--- config.mk ---
export PLATFORM = sky130hd
export DESIGN_NAME = crs_cubic
export DESIGN_NICKNAME = d
export VERILOG_FILES = /design/src/crs_pkg.sv /design/src/crs_cubic.sv
export SDC_FILE = /design/constraint.sdc
export NUM_CORES = 2
export LEC_CHECK = 0
export BUFFER_PORTS_ARGS = -buffer_cell sky130_fd_sc_hd__buf_2
export CORE_UTILIZATION = 35
export DETAILED_ROUTE_END_ITERATION = 8
export SETUP_SLACK_MARGIN = 0.2
export SLEW_MARGIN = 10
export SYNTH_ARGS = -nofsm -noshare
export SYNTH_HDL_FRONTEND = slang
export SYNTH_SLANG_ARGS = --single-unit
--- constraint.sdc ---
create_clock -name clk -period 9.8 [get_ports clk]
set_clock_uncertainty 0.1 [all_clocks]
set_input_delay 1.96 -clock clk [delete_from_list [all_inputs] [get_ports clk]]
set_output_delay 1.96 -clock clk [all_outputs]
set_load 0.1 [all_outputs]
--- src/crs_pkg.sv ---
// Shared types and constants of the Catmull-Rom image sampler.
package crs_pkg;

    localparam int ACC_W     = 32;
    localparam int PIX_W     = 16;
    localparam int COORD_W   = 20;
    localparam int OUT_W     = 24;
    localparam int SIZE_W    = 9;
    localparam int CFG_IDX_W = 1;

    localparam logic OPC_WRITE  = 1'b0;
    localparam logic OPC_SAMPLE = 1'b1;

    localparam logic [CFG_IDX_W-1:0] REG_COLS = 1'b0;
    localparam logic [CFG_IDX_W-1:0] REG_ROWS = 1'b1;

    localparam logic [SIZE_W-1:0] SIZE_RESET = 9'd256;

    typedef logic signed [ACC_W-1:0] acc_t;
    typedef acc_t acc_quad_t [4];
    typedef logic signed [OUT_W-1:0] out_t;

    localparam acc_t OUT_MAX = 32'sd8388607;
    localparam acc_t OUT_MIN = -32'sd8388608;

    typedef struct packed {
        logic wr_en;
        logic rd_en;
    } mem_ctrl_t;

    function automatic out_t sat_out(input acc_t v);
        out_t r;
        if (v > OUT_MAX)
        begin
            r = OUT_MAX[OUT_W-1:0];
        end
        else if (v < OUT_MIN)
        begin
            r = OUT_MIN[OUT_W-1:0];
        end
        else
        begin
            r = v[OUT_W-1:0];
        end
        return r;
    endfunction

endpackage

--- src/crs_cubic.sv ---
// Iterative Catmull-Rom cubic unit: value and derivative by Horner steps.
module crs_cubic #(
    parameter int FRAC = 8
) (
    input  logic                clk,
    input  logic                rst_n,
    input  logic                start,
    input  logic [FRAC-1:0]     t,
    input  crs_pkg::acc_quad_t  p,
    output crs_pkg::acc_t       value,
    output crs_pkg::acc_t       deriv,
    output logic                done
);
    import crs_pkg::*;

    localparam int PW = ACC_W + FRAC + 1;
    localparam logic signed [PW-1:0] HALF = PW'(64'(1) << (FRAC - 1));

    acc_t c0_reg, c1_reg, c2_reg;
    acc_t a_reg, b_reg;
    logic [1:0] step_reg, step_next;
    logic busy_reg, busy_next;
    logic done_reg, done_next;

    acc_t c0, c1, c2, c3;
    logic signed [PW-1:0] t_s, prod_a, prod_b, sum_a, sum_b;
    acc_t ra, rb;

    assign c0 = 2 * p[1];
    assign c1 = p[2] - p[0];
    assign c2 = 2 * p[0] - 5 * p[1] + 4 * p[2] - p[3];
    assign c3 = -p[0] + 3 * p[1] - 3 * p[2] + p[3];

    assign t_s    = PW'($signed({1'b0, t}));
    assign prod_a = PW'(a_reg) * t_s;
    assign prod_b = PW'(b_reg) * t_s;
    assign sum_a  = (prod_a + HALF) >>> FRAC;
    assign sum_b  = (prod_b + HALF) >>> FRAC;
    assign ra     = sum_a[ACC_W-1:0];
    assign rb     = sum_b[ACC_W-1:0];

    always_comb
    begin
        step_next = step_reg;
        busy_next = busy_reg;
        done_next = 1'b0;
        if (start)
        begin
            step_next = 2'd0;
            busy_next = 1'b1;
        end
        else if (busy_reg)
        begin
            step_next = step_reg + 2'd1;
            if (step_reg == 2'd2)
            begin
                busy_next = 1'b0;
                done_next = 1'b1;
            end
        end
    end

    always_ff @(posedge clk or negedge rst_n)
    begin
        if (!rst_n)
        begin
            step_reg <= 2'd0;
            busy_reg <= 1'b0;
            done_reg <= 1'b0;
        end
        else
        begin
            step_reg <= step_next;
            busy_reg <= busy_next;
            done_reg <= done_next;
        end
    end

    always_ff @(posedge clk)
    begin
        if (start)
        begin
            c0_reg <= c0;
            c1_reg <= c1;
            c2_reg <= c2;
            a_reg  <= c3;
            b_reg  <= 3 * c3;
        end
        else if (busy_reg)
        begin
            case (step_reg)
                2'd0:
                begin
                    a_reg <= c2_reg + ra;
                    b_reg <= 2 * c2_reg + rb;
                end
                2'd1:
                begin
                    a_reg <= c1_reg + ra;
                    b_reg <= c1_reg + rb;
                end
                default:
                begin
                    a_reg <= c0_reg + ra;
                end
            endcase
        end
    end

    assign value = (a_reg + 32'sd1) >>> 1;
    assign deriv = (b_reg + 32'sd1) >>> 1;
    assign done  = done_reg;

endmodule

# After elaboration in Yosys (flattened, before gate mapping)
# Index checks and enable logic that the tools add are counted.
# Widths: inputs -> output; s select.
[totals]
regBits = 163
latchBits = 0
ram_bits = 0
mem_bits_ro = 0
input_bits = 139
out_inout_bits = 65
wordCells = 52
mem_count = 0
[classes]
n_addsub = 18
n_mul = 6
div = 0
n_lt_le_gt_ge = 0
n_eq_ne = 2
shift = 0
mux = 14
bitwise_logic = 0
reduce_logical = 4
[op_table]
columns = ["operator", "count"]
rows = [
  ["$add 32x32->32", 8],
  ["$mux 32", 4],
  ["$pmux 32 s2", 2],
  ["$sub 32x32->32", 4],
  ["$mul 3x32->32 const A", 3],
  ["$add 40x9->40 const B", 2],
  ["$mul 32x9->40", 2],
  ["$add 32x2->32 const B", 2],
  ["$mul 4x32->32 const A", 1],
  ["$neg 32->32", 1],
  ["$mux 1", 6],
  ["$mux 2", 2],
  ["$reduce_bool 3->1", 1],
  ["$add 2x1->2 const B", 1],
  ["$eq 2x1->1 const B", 1],
  ["$eq 2x2->1 const B", 1],
  ["$logic_not 2->1", 1],
  ["$reduce_and 2->1", 1],
  ["$reduce_bool 2->1", 1],
]

# Longest topological paths before layout
[depth]
word_depth = 6
ltp_mapped = 36
depth_no_buf = 33

# Least setup slack after synthesis
# No wires, ideal clock.
[synth_timing]
path_kind = "input to register"
start = "input port t[1]"
end = "register b_reg[31], data pin"
setup_time_ns = 0.269
arrival_time_ns = 9.658
t_required_ns = 9.431
setup_slack_ns = -0.228
stages = 36
path_buffers = 3
cell_sequence = "clkbuf_1 -> clkbuf_1 -> nand2_1 -> fa_1 -> inv_1 -> fa_1 -> inv_1 -> fa_1 -> inv_1 -> fa_1 -> fa_1 -> ha_1 -> nand2_1 -> or4_1 -> a21oi_1 -> o2111ai_1 -> nand3_1 -> and2_1 -> o21a_1 -> o21a_1 -> o21a_1 -> nor2_1 -> xnor2_1 -> ha_1 -> buf_6 -> a211oi_2 -> o211ai_1 -> a221o_1 -> a32o_1 -> a21o_1 -> o31a_1 -> o41ai_4 -> mux2i_1 -> a211oi_2 -> xnor3_1 -> mux2i_1"
[synth_via]
elab_chain_cells = 6
elab_cells_between_ends = 7
cone_classes = "3 x add/sub; 1 x mul; 3 x mux"
[synth_lines]
columns = ["element", "line_no", "text"]
rows = [
  ["from (decl)", "crs_cubic.sv:8", "input logic [FRAC-1:0] t,"],
  ["$mul 32x9->40 (*)", "crs_cubic.sv:36", "assign prod_b = PW'(b_reg) * t_s;"],
  ["$add 40x9->40 (*)", "crs_cubic.sv:38", "assign sum_b = (prod_b + HALF) >>> FRAC;"],
  ["$add 32x32->32 (on tied branches)", "crs_cubic.sv:100, crs_cubic.sv:95", ""],
  ["$pmux 32 s2 (*)", "crs_cubic.sv:91", "case (step_reg)"],
  ["$mux 32 (*)", "crs_cubic.sv:89", "else if (busy_reg)"],
  ["$mux 32 (*)", "crs_cubic.sv:81", "if (start)"],
  ["to (signal assigned)", "crs_cubic.sv:87", "b_reg <= 3 * c3;"],
  ["to (signal assigned)", "crs_cubic.sv:95", "b_reg <= 2 * c2_reg + rb;"],
  ["to (signal assigned)", "crs_cubic.sv:100", "b_reg <= c1_reg + rb;"],
  ["to (decl)", "crs_cubic.sv:20", "acc_t a_reg, b_reg;"],
]
# Every way passes the cells marked *; elsewhere a longest branch is shown, timed or not. The select of a mux whose other input is x is not followed.
# A chain may end at the register's enable or synchronous reset.

# Worst setup path in the final report
[layout_timing]
start = "input port t[0]"
end = "register b_reg[31], data pin"
# Same word-level chain as after synthesis.

==> impl_metrics.ini <==
[status]
status = completed

[global_route]
antenna_found_initial = 8
grt_pass1_vias = 36580
track_usage_pct = 20.57
grt_pass1_wl_mm = 198.0
grt_max_degree = 135
grt_overflow = 0

[place]
portBuffers = 203
placed_cell_area_sq_um = 49460
pre_cts_slack_ps = -637.3
gp_congestion = 0.9011
dp_hpwl_mm = 107.5

[worst_setup_path]
cp_max_fo = 16
worstSetupStartpointType = input pin
crit_path_top_delay_cell = fa_1
cp-end-kind = flop
slowest_delay_ps = 600
required_ps = 9930
critPathArrivalTime_ps = 9710
r2r_end = a_reg[31]$_DFFE_PP_
worstReg2RegStart = a_reg[4]$_DFFE_PP_
regToRegSetupSlack_ps = 1120
path_common_cell = fa_1
critPathKind = input pin to flop
rr_worst_depth = 36

[floorplan]
core_area_sq_um = 120600
rows = 127
die_area_sq_um = 123800
die_w_um = 351.8
num_io_pins = 204
dieHeight_um = 351.8
start_util_pct = 35.51

[sta]
hold_violations = 0
min_period_over_period_pct = 97.81
fmax_mhz = 104.3
tightestPinTransition_ps = 878.0
setup_viol = 0
setup_ws_ps = 214.7
rsz0062_at_grt = yes
final_max_slew_viol_count = 0
finalSetupTns_ps = 0
period_minus_slack_ps = 9585
slew-limit-headroom_pct = 40.70

[yosys]
synth_seq_cells = 163
synth.avg_cell_area_sq_um = 9.217
yosys_warnings = 0
synth_edf_count = 159
syn_area_sq_um = 42820
synth_cell_types = 94
netlist_instances = 4646
ys_async_sr_fraction_pct = 2.454
seq_area_frac_synth_pct = 11.38
synth_nets = 6006
synth-main-ff-cell = edfxtp_1

[detailed_routing]
wl_mm = 126.0
vias_per_cell = 5.018
firstDrtPassIters = 5
drc = 0
dr.first_iter.drc_count = 1770
ant_nets = 0
vias = 34720
wl_per_cell_um = 18.21

[clock_tree]
cts_tree = yes
cts.sinks = 163
cts_buffer_depth = 2
ctsRootBufferMaster = clkbuf_16
insertion_delay_ps = 480
h-tree-depth = 4
cts.clk_slew.worst_paths_ps = 70
cts_made_buffers = 17

[hold_path]
min_from = step_reg[1]$_DFFE_PN0P_
hold_depth = 2
hold_path_class = flop to flop
whs_endpoint = step_reg[1]$_DFFE_PN0P_

[cells_and_area]
mostFrequentLayoutCells = 710 x inv_1, 603 x ha_1, 602 x fa_1
layout.nets = 6652
final_cell_area_sq_um = 51190
drive_above_1_share_pct = 18.91
final_common_cell = inv_1
syn2layout_area_growth_pct = 19.53
utilization_pct = 42.44

[flow_run]
drv_cap = 0
routing by layer:
layer  global-route usage [%]  share of wire (%)  vias up
li1                         -                  -    16680
met1                    27.72                 46    17150
met2                    34.91                 48      732
met3                    2.173                4.4      154
met4                    5.572                2.4        4
met5                        0              0.021        -
worst max path at each step:
stage                                to  slack [ps]  start
CTS                 a_reg[31]$_DFFE_PP_         200   t[1]
finish              b_reg[31]$_DFFE_PP_         210   t[0]
detailed placement  b_reg[31]$_DFFE_PP_        -640   t[1]
global placement    b_reg[30]$_DFFE_PP_        -570   t[1]
floorplan           b_reg[31]$_DFFE_PP_          60   t[1]
global route        b_reg[31]$_DFFE_PP_        -160   t[1]
repair_timing:
item | in CTS | in global routing
buffers inserted | 14 | 20
hold buffers | 0 | 0
gates resized for setup | 60 | 140
pin swaps | 37 | 110
endpoints found under the setup margin | 17 | 24
critical path: cells and delay by family:
kind                       cells  cell delay, ps
xor gates and xnor gates       2             360
muxes                          2             330
buffers and inverters          6             880
adders and majority gates      7            2960
AOI/OAI and AO/OA             11            2470
and+or+nand+nor                6             730
stage by stage:
step	hold slack, ps	cells
after global placement	440.6	6851
final	482.1	6919
after detailed placement	475.6	6851
after floorplan	412.5	4646
after CTS	491.9	6895
after global routing	532.8	6918
cells by family after synthesis:
group	after synthesis	synth area share, %
AOI/OAI and AO/OA	806	12.50
xor gates and xnor gates	338	6.977
adders and majority gates	1221	46.32
buffers and inverters	862	7.605
DFF	163	11.38
muxes	46	1.183
and+or+nand+nor	1210	14.04
cell usage after synthesis (all sizes together) (10+ instances only):
master     n  share of area, %
a2111oi   11              0.27
a211o     15              0.31
a211oi    35              0.65
a21boi    10              0.18
a21o     124               2.2
a21oi    235               2.8
a31oi     30              0.44
and2     330               4.8
and3      38              0.56
buf       22              0.24
clkbuf   125               1.1
edfxtp   159                11
fa       607                28
ha       614                18
inv      714               6.3
mux2      37              0.97
nand2    374               3.3
nand2b    24              0.35
nand3     62              0.72
nand4     27              0.39
nor2     209               1.8
nor2b     30              0.44
nor3      60              0.70
o211ai    17              0.30
o21a      48              0.84
o21ai    145               1.7
o21bai    29              0.51
o31ai     13              0.23
or2       13              0.19
or3       14              0.20
xnor2    239               4.9
xor2      97               2.0
cell type report:
class / instances / area (sq um)
antenna: 4 / 10.01
clock buffer: 19 / 432.9
clock inverter: 11 / 138.9
fill: 11780 / 69420
inverter: 715 / 2684
multi-input combinational: 3621 / 35460
sequential: 163 / 4875
tap: 1612 / 2017
timing repair buffer: 774 / 5575
Power is left out: the tool's default activity adds up to more than one toggle a clock period on the data nets, which glitch-free logic cannot reach.
